**src/rtl/emp_pkg.sv**
```systemverilog
`timescale 1ns / 1ps
// Shared types, constants and helpers for the energy pulse meter.
package emp_pkg;

    localparam logic [31:0] NUMERATOR_RESET = 32'd1125000;
    localparam logic [31:0] MS_PER_SEC      = 32'd1000;
    localparam logic [15:0] SAT16           = 16'hFFFF;
    localparam logic [4:0]  HOUR_MIDNIGHT   = 5'd0;
    localparam logic [4:0]  DAY_FIRST       = 5'd1;

    // ceil(2^38 / 1000): (x * MS_RECIP) >> 38 equals x / 1000 for any 32-bit x
    localparam logic [31:0] MS_RECIP        = 32'h10624DD3;
    localparam int          MS_RECIP_SHIFT  = 38;

    localparam int QUEUE_DEPTH = 4;
    localparam int QUEUE_AW    = $clog2(QUEUE_DEPTH);
    localparam int DIV_STEPS   = 32;
    localparam int DIV_CW      = $clog2(DIV_STEPS);

    // Raw input kind codes
    localparam logic [1:0] KIND_PULSE  = 2'd0;
    localparam logic [1:0] KIND_POLL   = 2'd1;
    localparam logic [1:0] KIND_PRESET = 2'd2;

    typedef enum logic [1:0] {
        OP_PULSE,
        OP_POLL,
        OP_PRESET,
        OP_NONE
    } t_op;

    typedef enum logic [1:0] {
        S_IDLE,
        S_DIV,
        S_DONE
    } t_back_state;

    typedef struct packed {
        t_op         op;
        logic [31:0] now_ms;
        logic [4:0]  hour;
        logic [4:0]  month_day;
        logic        time_valid;
        logic [31:0] preset_count;
    } t_item;

    typedef struct packed {
        logic [15:0] power_watts;
        logic [15:0] idle_seconds;
        logic [31:0] total_pulses;
        logic [31:0] day_pulses;
        logic [31:0] month_pulses;
    } t_result;

    typedef struct packed {
        logic start;
        logic done;
    } t_div_ctl;

    function automatic logic [15:0] sat16(input logic [31:0] v);
        logic [15:0] r;
        r = (|v[31:16]) ? SAT16 : v[15:0];
        return r;
    endfunction

endpackage

```
**src/rtl/energy_pulse_meter_top.sv**
```systemverilog
`timescale 1ns / 1ps
// Energy pulse meter: input queue, iterative power divider, meter state, result register.
// Each item passes the queue, the divider and the result register before it shows.
// The back end takes one item at a time through the 32-step radix-2 divider.
// Up to 4 items queue in front while the back end works or the result waits.
// Reset (synchronous, active low): counts, stamps, last pulse time and power clear to 0,
// the numerator returns to 1125000, the queue and result register empty.
module energy_pulse_meter_top (
    input  logic         i_clk,
    input  logic         i_rst_n,
    input  logic         push,
    output logic         full,
    input  logic [1:0]   i_kind,
    input  logic [31:0]  i_now_ms,
    input  logic [4:0]   i_hour,
    input  logic [4:0]   i_month_day,
    input  logic         i_time_valid,
    input  logic [31:0]  i_preset_count,
    output logic         empty,
    input  logic         pop,
    output logic [15:0]  o_power_watts,
    output logic [15:0]  o_idle_seconds,
    output logic [31:0]  o_total_pulses,
    output logic [31:0]  o_day_pulses,
    output logic [31:0]  o_month_pulses,
    input  logic         i_cfg_we,
    input  logic [31:0]  i_cfg_wdata
);

    logic                q_valid;
    emp_pkg::t_item      q_item;
    logic                q_pop;
    emp_pkg::t_div_ctl   div_start;
    emp_pkg::t_div_ctl   div_done;
    logic                div_fin;
    logic [31:0]         div_num;
    logic [31:0]         div_period;
    logic [31:0]         power_q;
    logic [31:0]         idle_q;
    logic                back_busy;
    logic                out_valid;
    emp_pkg::t_result    out_data;

    emp_front u_front (
        .i_clk          (i_clk),
        .i_rst_n        (i_rst_n),
        .push           (push),
        .full           (full),
        .i_kind         (i_kind),
        .i_now_ms       (i_now_ms),
        .i_hour         (i_hour),
        .i_month_day    (i_month_day),
        .i_time_valid   (i_time_valid),
        .i_preset_count (i_preset_count),
        .o_q_valid      (q_valid),
        .o_q_item       (q_item),
        .i_q_pop        (q_pop)
    );

    emp_div u_div (
        .i_clk     (i_clk),
        .i_rst_n   (i_rst_n),
        .i_start   (div_start.start),
        .i_num     (div_num),
        .i_den     (div_period),
        .i_period  (div_period),
        .o_done    (div_fin),
        .o_power_q (power_q),
        .o_idle_q  (idle_q)
    );

    assign div_done = {div_start.start, div_fin};

    emp_back u_back (
        .i_clk           (i_clk),
        .i_rst_n         (i_rst_n),
        .i_cfg_we        (i_cfg_we),
        .i_cfg_wdata     (i_cfg_wdata),
        .i_q_valid       (q_valid),
        .i_q_item        (q_item),
        .o_q_pop         (q_pop),
        .o_div_ctl_start (div_start),
        .i_div_ctl_done  (div_done),
        .o_div_num       (div_num),
        .o_div_period    (div_period),
        .i_power_q       (power_q),
        .i_idle_q        (idle_q),
        .o_busy          (back_busy),
        .o_out_valid     (out_valid),
        .o_out           (out_data),
        .i_pop           (pop)
    );

    assign empty          = !out_valid;
    assign o_power_watts  = out_data.power_watts;
    assign o_idle_seconds = out_data.idle_seconds;
    assign o_total_pulses = out_data.total_pulses;
    assign o_day_pulses   = out_data.day_pulses;
    assign o_month_pulses = out_data.month_pulses;

`ifndef ASSERT_OFF
    a_reset_clears: assert property (@(posedge i_clk)
        !i_rst_n |=> (empty && !full))
        else $error("queue or result not empty after reset");

    a_pop_has_item: assert property (@(posedge i_clk) disable iff (!i_rst_n)
        q_pop |-> q_valid)
        else $error("back end took an item from an empty queue");

    a_no_phantom_result: assert property (@(posedge i_clk) disable iff (!i_rst_n)
        (empty && !q_valid && !back_busy) |=> empty)
        else $error("result appeared with no item in flight");

    a_done_not_idle: assert property (@(posedge i_clk) disable iff (!i_rst_n)
        div_done.done |-> (back_busy && !div_start.start))
        else $error("divider finished while back end idle or restarting");
`endif

endmodule

```
**src/rtl/emp_front.sv**
```systemverilog
`timescale 1ns / 1ps
// Front end: accepts input beats, classifies them and queues them for the back end.
module emp_front (
    input  logic                 i_clk,
    input  logic                 i_rst_n,
    input  logic                 push,
    output logic                 full,
    input  logic [1:0]           i_kind,
    input  logic [31:0]          i_now_ms,
    input  logic [4:0]           i_hour,
    input  logic [4:0]           i_month_day,
    input  logic                 i_time_valid,
    input  logic [31:0]          i_preset_count,
    output logic                 o_q_valid,
    output emp_pkg::t_item       o_q_item,
    input  logic                 i_q_pop
);

    emp_pkg::t_item                  r_mem [emp_pkg::QUEUE_DEPTH];
    logic [emp_pkg::QUEUE_AW-1:0]    r_wr_ptr;
    logic [emp_pkg::QUEUE_AW-1:0]    r_rd_ptr;
    logic [emp_pkg::QUEUE_AW:0]      r_count;
    logic [emp_pkg::QUEUE_AW-1:0]    n_wr_ptr;
    logic [emp_pkg::QUEUE_AW-1:0]    n_rd_ptr;
    logic [emp_pkg::QUEUE_AW:0]      n_count;
    emp_pkg::t_item                  in_item;
    emp_pkg::t_op                    in_op;
    logic                            do_push;
    logic                            do_pop;

    always_comb begin
        case (i_kind)
            emp_pkg::KIND_PULSE:  in_op = emp_pkg::OP_PULSE;
            emp_pkg::KIND_POLL:   in_op = emp_pkg::OP_POLL;
            emp_pkg::KIND_PRESET: in_op = emp_pkg::OP_PRESET;
            default:              in_op = emp_pkg::OP_NONE;
        endcase
    end

    always_comb begin
        in_item.op           = in_op;
        in_item.now_ms       = i_now_ms;
        in_item.hour         = i_hour;
        in_item.month_day    = i_month_day;
        in_item.time_valid   = i_time_valid;
        in_item.preset_count = i_preset_count;
    end

    assign full      = (r_count == (emp_pkg::QUEUE_AW + 1)'(emp_pkg::QUEUE_DEPTH));
    assign o_q_valid = (r_count != '0);
    assign o_q_item  = r_mem[r_rd_ptr];
    assign do_push   = push && !full;
    assign do_pop    = i_q_pop && o_q_valid;

    always_comb begin
        n_wr_ptr = do_push ? r_wr_ptr + 1'b1 : r_wr_ptr;
        n_rd_ptr = do_pop  ? r_rd_ptr + 1'b1 : r_rd_ptr;
        n_count  = r_count;
        if (do_push && !do_pop) begin
            n_count = r_count + 1'b1;
        end else if (do_pop && !do_push) begin
            n_count = r_count - 1'b1;
        end
    end

    always_ff @(posedge i_clk) begin
        if (!i_rst_n) begin
            r_wr_ptr <= '0;
            r_rd_ptr <= '0;
            r_count  <= '0;
        end else begin
            r_wr_ptr <= n_wr_ptr;
            r_rd_ptr <= n_rd_ptr;
            r_count  <= n_count;
        end
    end

    always_ff @(posedge i_clk) begin
        if (do_push) begin
            r_mem[r_wr_ptr] <= in_item;
        end
    end

endmodule

```
**src/rtl/emp_div.sv**
```systemverilog
`timescale 1ns / 1ps
// Radix-2 restoring divider for numerator by period; period by 1000 through a reciprocal multiply.
module emp_div (
    input  logic              i_clk,
    input  logic              i_rst_n,
    input  logic              i_start,
    input  logic [31:0]       i_num,
    input  logic [31:0]       i_den,
    input  logic [31:0]       i_period,
    output logic              o_done,
    output logic [31:0]       o_power_q,
    output logic [31:0]       o_idle_q
);

    logic                        r_busy;
    logic                        r_done;
    logic [emp_pkg::DIV_CW-1:0]  r_cnt;
    logic [31:0]                 r_den;
    logic [31:0]                 r_rem_a;
    logic [31:0]                 r_quo_a;
    logic [31:0]                 r_per;
    logic [31:0]                 r_idle;
    logic [32:0]                 trial_a;
    logic                        ge_a;
    logic [31:0]                 n_rem_a;
    logic [63:0]                 idle_prod;
    logic                        last_step;

    assign trial_a   = {r_rem_a, r_quo_a[31]};
    assign ge_a      = (trial_a >= {1'b0, r_den});
    assign n_rem_a   = ge_a ? 32'(trial_a - {1'b0, r_den}) : trial_a[31:0];
    assign idle_prod = 64'(r_per) * 64'(emp_pkg::MS_RECIP);
    assign last_step = (r_cnt == emp_pkg::DIV_CW'(emp_pkg::DIV_STEPS - 1));

    always_ff @(posedge i_clk) begin
        if (!i_rst_n) begin
            r_busy <= 1'b0;
            r_done <= 1'b0;
            r_cnt  <= '0;
        end else begin
            r_done <= r_busy && last_step;
            if (i_start) begin
                r_busy <= 1'b1;
                r_cnt  <= '0;
            end else if (r_busy) begin
                r_cnt <= r_cnt + 1'b1;
                if (last_step) begin
                    r_busy <= 1'b0;
                end
            end
        end
    end

    // Dividend shifts out the top while quotient bits shift in at the bottom.
    always_ff @(posedge i_clk) begin
        if (i_start) begin
            r_den   <= i_den;
            r_rem_a <= '0;
            r_quo_a <= i_num;
            r_per   <= i_period;
        end else if (r_busy) begin
            r_rem_a <= n_rem_a;
            r_quo_a <= {r_quo_a[30:0], ge_a};
            r_idle  <= 32'(idle_prod >> emp_pkg::MS_RECIP_SHIFT);
        end
    end

    assign o_done    = r_done;
    assign o_power_q = r_quo_a;
    assign o_idle_q  = r_idle;

endmodule

```
**src/rtl/emp_back.sv**
```systemverilog
`timescale 1ns / 1ps
// Back end: runs one queued item through the divider, updates meter state, holds the result.
module emp_back (
    input  logic                 i_clk,
    input  logic                 i_rst_n,
    input  logic                 i_cfg_we,
    input  logic [31:0]          i_cfg_wdata,
    input  logic                 i_q_valid,
    input  emp_pkg::t_item       i_q_item,
    output logic                 o_q_pop,
    output emp_pkg::t_div_ctl    o_div_ctl_start,
    input  emp_pkg::t_div_ctl    i_div_ctl_done,
    output logic [31:0]          o_div_num,
    output logic [31:0]          o_div_period,
    input  logic [31:0]          i_power_q,
    input  logic [31:0]          i_idle_q,
    output logic                 o_busy,
    output logic                 o_out_valid,
    output emp_pkg::t_result     o_out,
    input  logic                 i_pop
);

    emp_pkg::t_back_state  r_state;
    emp_pkg::t_back_state  n_state;
    logic [31:0]           r_numerator;
    logic [31:0]           r_total;
    logic [31:0]           n_total;
    logic [31:0]           r_day;
    logic [31:0]           n_day;
    logic [31:0]           r_month;
    logic [31:0]           n_month;
    logic [31:0]           r_last_ms;
    logic [31:0]           n_last_ms;
    logic [15:0]           r_last_power;
    logic [15:0]           n_last_power;
    logic [4:0]            r_prev_hour;
    logic [4:0]            n_prev_hour;
    logic [4:0]            r_prev_md;
    logic [4:0]            n_prev_md;
    emp_pkg::t_item        r_item;
    logic [31:0]           r_period;
    logic                  r_out_valid;
    logic                  n_out_valid;
    emp_pkg::t_result      r_out;
    emp_pkg::t_result      n_out;
    logic [31:0]           q_period;
    logic                  load;
    logic                  commit;
    logic                  is_pulse;
    logic                  do_midnight;
    logic                  day_hit;
    logic                  month_hit;

    assign q_period = i_q_item.now_ms - r_last_ms;

    always_comb begin
        n_state = r_state;
        load    = 1'b0;
        commit  = 1'b0;
        case (r_state)
            emp_pkg::S_IDLE: begin
                if (i_q_valid) begin
                    load    = 1'b1;
                    n_state = emp_pkg::S_DIV;
                end
            end
            emp_pkg::S_DIV: begin
                if (i_div_ctl_done.done) begin
                    n_state = emp_pkg::S_DONE;
                end
            end
            emp_pkg::S_DONE: begin
                // hold until the output register is free
                if (!r_out_valid || i_pop) begin
                    commit  = 1'b1;
                    n_state = emp_pkg::S_IDLE;
                end
            end
            default: n_state = emp_pkg::S_IDLE;
        endcase
    end

    assign o_q_pop               = load;
    assign o_div_ctl_start.start = load;
    assign o_div_ctl_start.done  = 1'b0;
    assign o_div_num             = r_numerator;
    assign o_div_period          = q_period;
    assign o_busy                = (r_state != emp_pkg::S_IDLE);

    always_comb begin
        is_pulse     = (r_item.op == emp_pkg::OP_PULSE);
        n_total      = r_total;
        n_last_power = r_last_power;
        n_last_ms    = r_last_ms;
        if (is_pulse) begin
            n_total      = r_total + 32'd1;
            n_last_power = (r_period == '0) ? emp_pkg::SAT16 : emp_pkg::sat16(i_power_q);
            n_last_ms    = r_item.now_ms;
        end else if (r_item.op == emp_pkg::OP_PRESET) begin
            n_total = r_item.preset_count;
        end

        // Midnight latch sees the count after this pulse.
        do_midnight = r_item.time_valid
                      && (is_pulse || (r_item.op == emp_pkg::OP_POLL));
        day_hit     = do_midnight && (r_item.hour == emp_pkg::HOUR_MIDNIGHT)
                      && (r_prev_hour != emp_pkg::HOUR_MIDNIGHT);
        month_hit   = day_hit && (r_item.month_day == emp_pkg::DAY_FIRST)
                      && (r_prev_md != emp_pkg::DAY_FIRST);
        n_day       = day_hit ? n_total : r_day;
        n_month     = month_hit ? n_total : r_month;
        n_prev_hour = do_midnight ? r_item.hour : r_prev_hour;
        n_prev_md   = do_midnight ? r_item.month_day : r_prev_md;

        n_out.power_watts  = n_last_power;
        n_out.idle_seconds = emp_pkg::sat16(i_idle_q);
        n_out.total_pulses = n_total;
        n_out.day_pulses   = n_total - n_day;
        n_out.month_pulses = n_total - n_month;

        if (commit) begin
            n_out_valid = 1'b1;
        end else if (i_pop) begin
            n_out_valid = 1'b0;
        end else begin
            n_out_valid = r_out_valid;
        end
    end

    always_ff @(posedge i_clk) begin
        if (!i_rst_n) begin
            r_state      <= emp_pkg::S_IDLE;
            r_numerator  <= emp_pkg::NUMERATOR_RESET;
            r_total      <= '0;
            r_day        <= '0;
            r_month      <= '0;
            r_last_ms    <= '0;
            r_last_power <= '0;
            r_prev_hour  <= '0;
            r_prev_md    <= '0;
            r_out_valid  <= 1'b0;
        end else begin
            r_state     <= n_state;
            r_out_valid <= n_out_valid;
            if (i_cfg_we) begin
                r_numerator <= i_cfg_wdata;
            end
            if (commit) begin
                r_total      <= n_total;
                r_day        <= n_day;
                r_month      <= n_month;
                r_last_ms    <= n_last_ms;
                r_last_power <= n_last_power;
                r_prev_hour  <= n_prev_hour;
                r_prev_md    <= n_prev_md;
            end
        end
    end

    always_ff @(posedge i_clk) begin
        if (load) begin
            r_item   <= i_q_item;
            r_period <= q_period;
        end
        if (commit) begin
            r_out <= n_out;
        end
    end

    assign o_out_valid = r_out_valid;
    assign o_out       = r_out;

endmodule

```
**config.mk**
```make
export PLATFORM = sky130hd
export DESIGN_NAME = energy_pulse_meter_top
export DESIGN_NICKNAME = d
export VERILOG_FILES = /design/src/rtl/emp_pkg.sv /design/src/rtl/energy_pulse_meter_top.sv /design/src/rtl/emp_front.sv /design/src/rtl/emp_div.sv /design/src/rtl/emp_back.sv
export SDC_FILE = /design/constraint.sdc
export NUM_CORES = 2
export LEC_CHECK = 0
export ABC_AREA = 1
export BUFFER_PORTS_ARGS = -buffer_cell sky130_fd_sc_hd__clkbuf_2
export CAP_MARGIN = 5
export CORE_MARGIN = 2
export CORE_UTILIZATION = 68
export DETAILED_ROUTE_END_ITERATION = 16
export PLACE_DENSITY_LB_ADDON = 0.08
export SETUP_SLACK_MARGIN = 0.1
export SLEW_MARGIN = 40
export SYNTH_ARGS = -nofsm -noshare
export SYNTH_HDL_FRONTEND = slang
export SYNTH_SLANG_ARGS = --single-unit
```
**constraint.sdc**
```tcl
create_clock -name i_clk -period 11.7 [get_ports i_clk]
set_input_delay 0.585 -clock i_clk [delete_from_list [all_inputs] [get_ports i_clk]]
set_output_delay 0.585 -clock i_clk [all_outputs]
set_load 0.05 [all_outputs]
```
; After elaboration in Yosys (flattened, before gate mapping)
; Memories as Yosys holds them, arrays and structs flattened. A register that Yosys moved wholly into a read port is not among the register bits.
; Cells that the tools add are included.
; Widths: inputs -> output; s select.
[totals]
register_bits = 527
ramBits = 308
inputBits = 114
n_memories = 1
[memory_table]
columns = name, depth, word_bits, read_ports, rd_ports_with_merged_regs, write_ports, line
row1 = u_front.r_mem, 4, 77, 1, 1, 1, emp_front.sv:19  ; emp_pkg::t_item r_mem [emp_pkg::QUEUE_DEPTH];
[op_classes]
n_addsub = 10
n_mul = 1
magnitude_cmp = 1
n_eq_ne = 13
n_mux = 30
n_bitwise = 2
n_reduce_logical = 33
[op_table]
columns = operator, count
row1 = $mux 32, 7
row2 = $sub 32x32->32, 4
row3 = $mul 32x29->61 const B, 1
row4 = $mux 16, 3
row5 = $ge 33x32->1, 1
row6 = $add 32x1->32 const B, 1
row7 = $logic_not 32->1, 1
row8 = $reduce_or 16->1, 1
row9 = $pmux 2 s3, 2
row10 = $mux 1, 11
row11 = $logic_and 1x1->1, 10
row12 = $mux 2, 5
row13 = $reduce_or 7->1, 1
row14 = $eq 2x1->1 const B, 3
row15 = $eq 2x2->1 const B, 3
row16 = $logic_not 2->1, 3
row17 = $mux 3, 2
row18 = $reduce_and 2->1, 3
row19 = $reduce_bool 2->1, 3
row20 = $add 5x1->5 const B, 1
row21 = $eq 5x1->1 const B, 1
row22 = $eq 5x5->1 const B, 1
row23 = $logic_not 5->1, 1
row24 = $ne 5x1->1 const B, 1
row25 = 13 further kinds, 20

; Logic depth before layout (Yosys ltp)
[logic_depth]
word_depth = 9
ltp_mapped = 28
ltp_nobuf = 28

; Hierarchy
; A second synthesis with hierarchy kept.
[hier_totals]
hier_cells = 6347
area_unflattened_um2 = 58214.6
[by_module_without_submodules]
columns = mod, instances, cells_each, area_per_inst_um2
row1 = emp_div, 1, 2922, 24245.8
row2 = emp_back, 1, 2609, 22057.4
row3 = emp_front, 1, 815, 11907.7
row4 = energy_pulse_meter_top, 1, 1, 3.8

; Worst setup path before layout
; No wires, ideal clock.
[synth_timing]
path_type = flip-flop to flip-flop
start = reg u_back.r_period[16] (netlist name)
end = reg u_div.r_idle[21], in the netlist u_div.o_idle_q[21] (data pin)
setup_ns = 0.252
arrival_time_ns = 5.608
required_time_ns = 11.448
path_slack_ns = 5.840
stages_incl_launch_ff = 26
period_less_slack_ns = 5.860
cell_sequence = edfxtp_1 -> inv_1 -> ha_1 -> fa_1 -> fa_1 -> inv_1 -> fa_1 -> inv_1 -> fa_1 -> fa_1 -> fa_1 -> inv_1 -> fa_1 -> inv_1 -> ha_1 -> nand2_1 -> nor2_1 -> inv_1 -> nor2_1 -> inv_1 -> nor3_1 -> nand2_1 -> nand2_1 -> nand2_1 -> nand3_1 -> nand2_1
[synth_rtl]
columns = element, line
row1 = end signal: assignment, emp_div.sv:64  ; r_idle <= 32'(idle_prod >> emp_pkg::MS_RECIP_SHIFT);
row2 = end: declaration, emp_div.sv:22  ; logic [31:0] r_idle;

==> results.cfg <==
[critical_path]
worstPathArrival_ps = 7380
cp-start-kind = flip-flop
slowest_stage = edfxtp_1
cp.required_ps = 12100
cp_max_fo = 10
crit_top_cell = inv_1
end_kind = flip-flop
worstSetupPathType = reg -> reg
slowest_delay_ps = 750
crit_chain = inv_1, ha_1, inv_1, fa_1, inv_1, ha_1, inv_1, fa_1, inv_1, fa_1, inv_1, fa_1, inv_1, fa_1, ha_1, ha_1, a21oi_1, o21ai_0, inv_1, o21ai_0, a21oi_1, nand3_1, nand2_1, nand2_1

[floorplan]
ios = 244
die_area_um2 = 85900
row_count = 106
core_area_um2 = 83200
die_y_um = 293
start_util_pct = 68.4
die_x_um = 293

[clock_tree]
cts-resized-gates = 0
cts_hold_buf = 0
cts_buffers = 86
clkLatencyLatePin_ps = 720
h-tree-depth = 3
root_buffer = clkbuf_16
clk_pin_slew_ps = 70
post_cts_buffers = 0
cts_tree = done
numClockSinks = 837
clockBufferDepth = 3

[route]
routed_wl_um = 173000
vias = 47167
drtIter0Drc = 5370
ant_nets = 0
drcViolationCount = 0
dr.pass1.iters = 8
route.detailed.wl_per_inst_um = 22.0
vias_per_cell = 6.00

[global_route]
grt_pass1_wl_um = 262000
overflow = 0
grt_pass1_vias = 46469
antenna_found_initial = 9
grt_util_all_layers_pct = 40.2
grt_max_degree = 139

[sta]
tightest_slew_ps = 882
setup_ws_ps = 4730
layout_min_cycle_time_ps = 6970
setup_tns_ps = 0
hold_viol = 0
maxSlewHeadroom_pct = 41.2
skew_ps = 81.8
max_freq_ghz = 0.143
final-setup-viol-count = 0
hold_ws_ps = 79.2
period_share_pct = 59.6
grt_setup_unrepaired = no
drv_slew = 0

[place]
place_inst = 7688
routabilityCongestion = 1.03
hpwlAfterDp_um = 128000
dp_slack_ps = 5000
io_buffers = 243

[yosys]
avgSynthCellArea_um2 = 8.75
synth_nets = 7449
synth-seq-cells = 837
syn_area_um2 = 56900
synth.distinct_cells = 56
yosys-top-cells-area = edfxtp_1, ha_1, fa_1
syn_inst = 6495
ys_seq_area_share_pct = 40.0
ys_async_sr_fraction_pct = 0
synthFlopType = edfxtp_1
synth_edf_count = 600
synth.top_cell.area_share_pct = 31.7
yosysTopAreaCell = edfxtp_1
ys_warn_count = 0

[cells_and_area]
fin_nets = 7653
area_growth_pct = 9.62
layout_common_cells = nand2_1, inv_1, nor2_1
instances_no_fill = 7860
multi_input_area_um2 = 29200
n_fill_cell = 5838
seq_area_um2 = 22800
layout_commonest_cell = nand2_1
final_layout_size_suffix_gt1_share_pct = 7.00

[worst_hold_path]
hold_path.class = in -> reg

[run]
cap_viol_max_count = 0

[outcome]
outcome = finished, final reports clean
## sequential cells by signal, indices dropped and copies added (netlist names), named ones only
signal	cells
u_front.r_mem	308
u_back.o_out	128
u_back.r_item	77
u_back.o_div_num	32
u_back.r_day	32
u_back.r_last_ms	32
u_back.r_month	32
u_back.r_period	32
u_back.r_total	32
u_div.o_power_q	32
u_div.r_rem_a	32
u_div.o_idle_q	23
u_back.r_last_power	16
u_back.r_prev_hour	5
u_back.r_prev_md	5
u_div.r_cnt	5
u_front.r_count	3
u_back.r_state	2
u_front.r_rd_ptr	2
u_front.r_wr_ptr	2
u_back.o_out_valid	1
u_div.o_done	1
u_div.r_busy	1
## routing by layer
metal  global-route usage (%)  share of wire [%]
met3                     8.37                 10
met4                     19.3                5.7
met1                     52.9                 39
met5                        0              0.013
met2                     63.8                 45
## synth_stat cells, types with 15 or more instances
cell,count
inv_1,1132
and2_1,27
a21oi_1,335
dfxtp_1,237
clkbuf_1,121
nand4_1,52
fa_1,303
buf_2,23
nand3_1,278
nand2_1,1261
o21a_1,22
nor2_1,647
nand3b_1,22
xnor2_1,23
ha_1,537
o21ai_1,23
o21ai_0,451
o22ai_1,102
o21bai_1,26
nor3_1,48
edfxtp_1,600
xor2_1,78
a21o_1,15
## logic make-up after synthesis
group                      synth area share, %
adders and majority gates                 22.5
xor gates and xnor gates                  1.56
AOI/OAI and AO/OA                         9.85
muxes                                   0.0242
buffers and inverters                     8.77
and+or+nand+nor                           17.3
DFF                                       40.0
## path summary, 6_finish.rpt
check / endpoint / slack [ps] / depth (start not counted) / from
setup / recovery: u_div.o_idle_q[6] / 4730 / 24 / u_back.r_period[26]
hold / removal: u_front.r_mem[1][62] / 80 / 1 / i_now_ms[19]
setup reg to reg: u_div.o_idle_q[6] / 4730 / 24 / u_back.r_period[26]
hold reg to reg: flip-flop / 450 / 2 / u_front.r_rd_ptr[1]
## through the flow
step / util [%] / area, um2
after floorplan: - / 56900
final: 74.9 / 62300
after CTS: 74.9 / 62300
after detailed placement: 71.1 / 59100
after global routing: 74.9 / 62300
after global placement: 70.9 / 59000
## cell type report
cell class,count,area share [%]
antenna,7,0.0281
clock buffer,112,3.79
clock inverter,50,1.21
inverter,1141,6.91
multi-input combinational,4355,46.8
sequential,837,36.5
tap,1080,2.17
timing repair buffer,278,2.56
## critical path, delay by kind of cell (launching register included)
family	cells	cell delay (ps)
adders and majority gates	9	3920
DFF	1	750
AOI/OAI and AO/OA	4	860
buffers and inverters	8	880
and+or+nand+nor	3	280
Power is not shown: default switching activity piles up to over one toggle a cycle in this logic, so the estimate is an artifact.
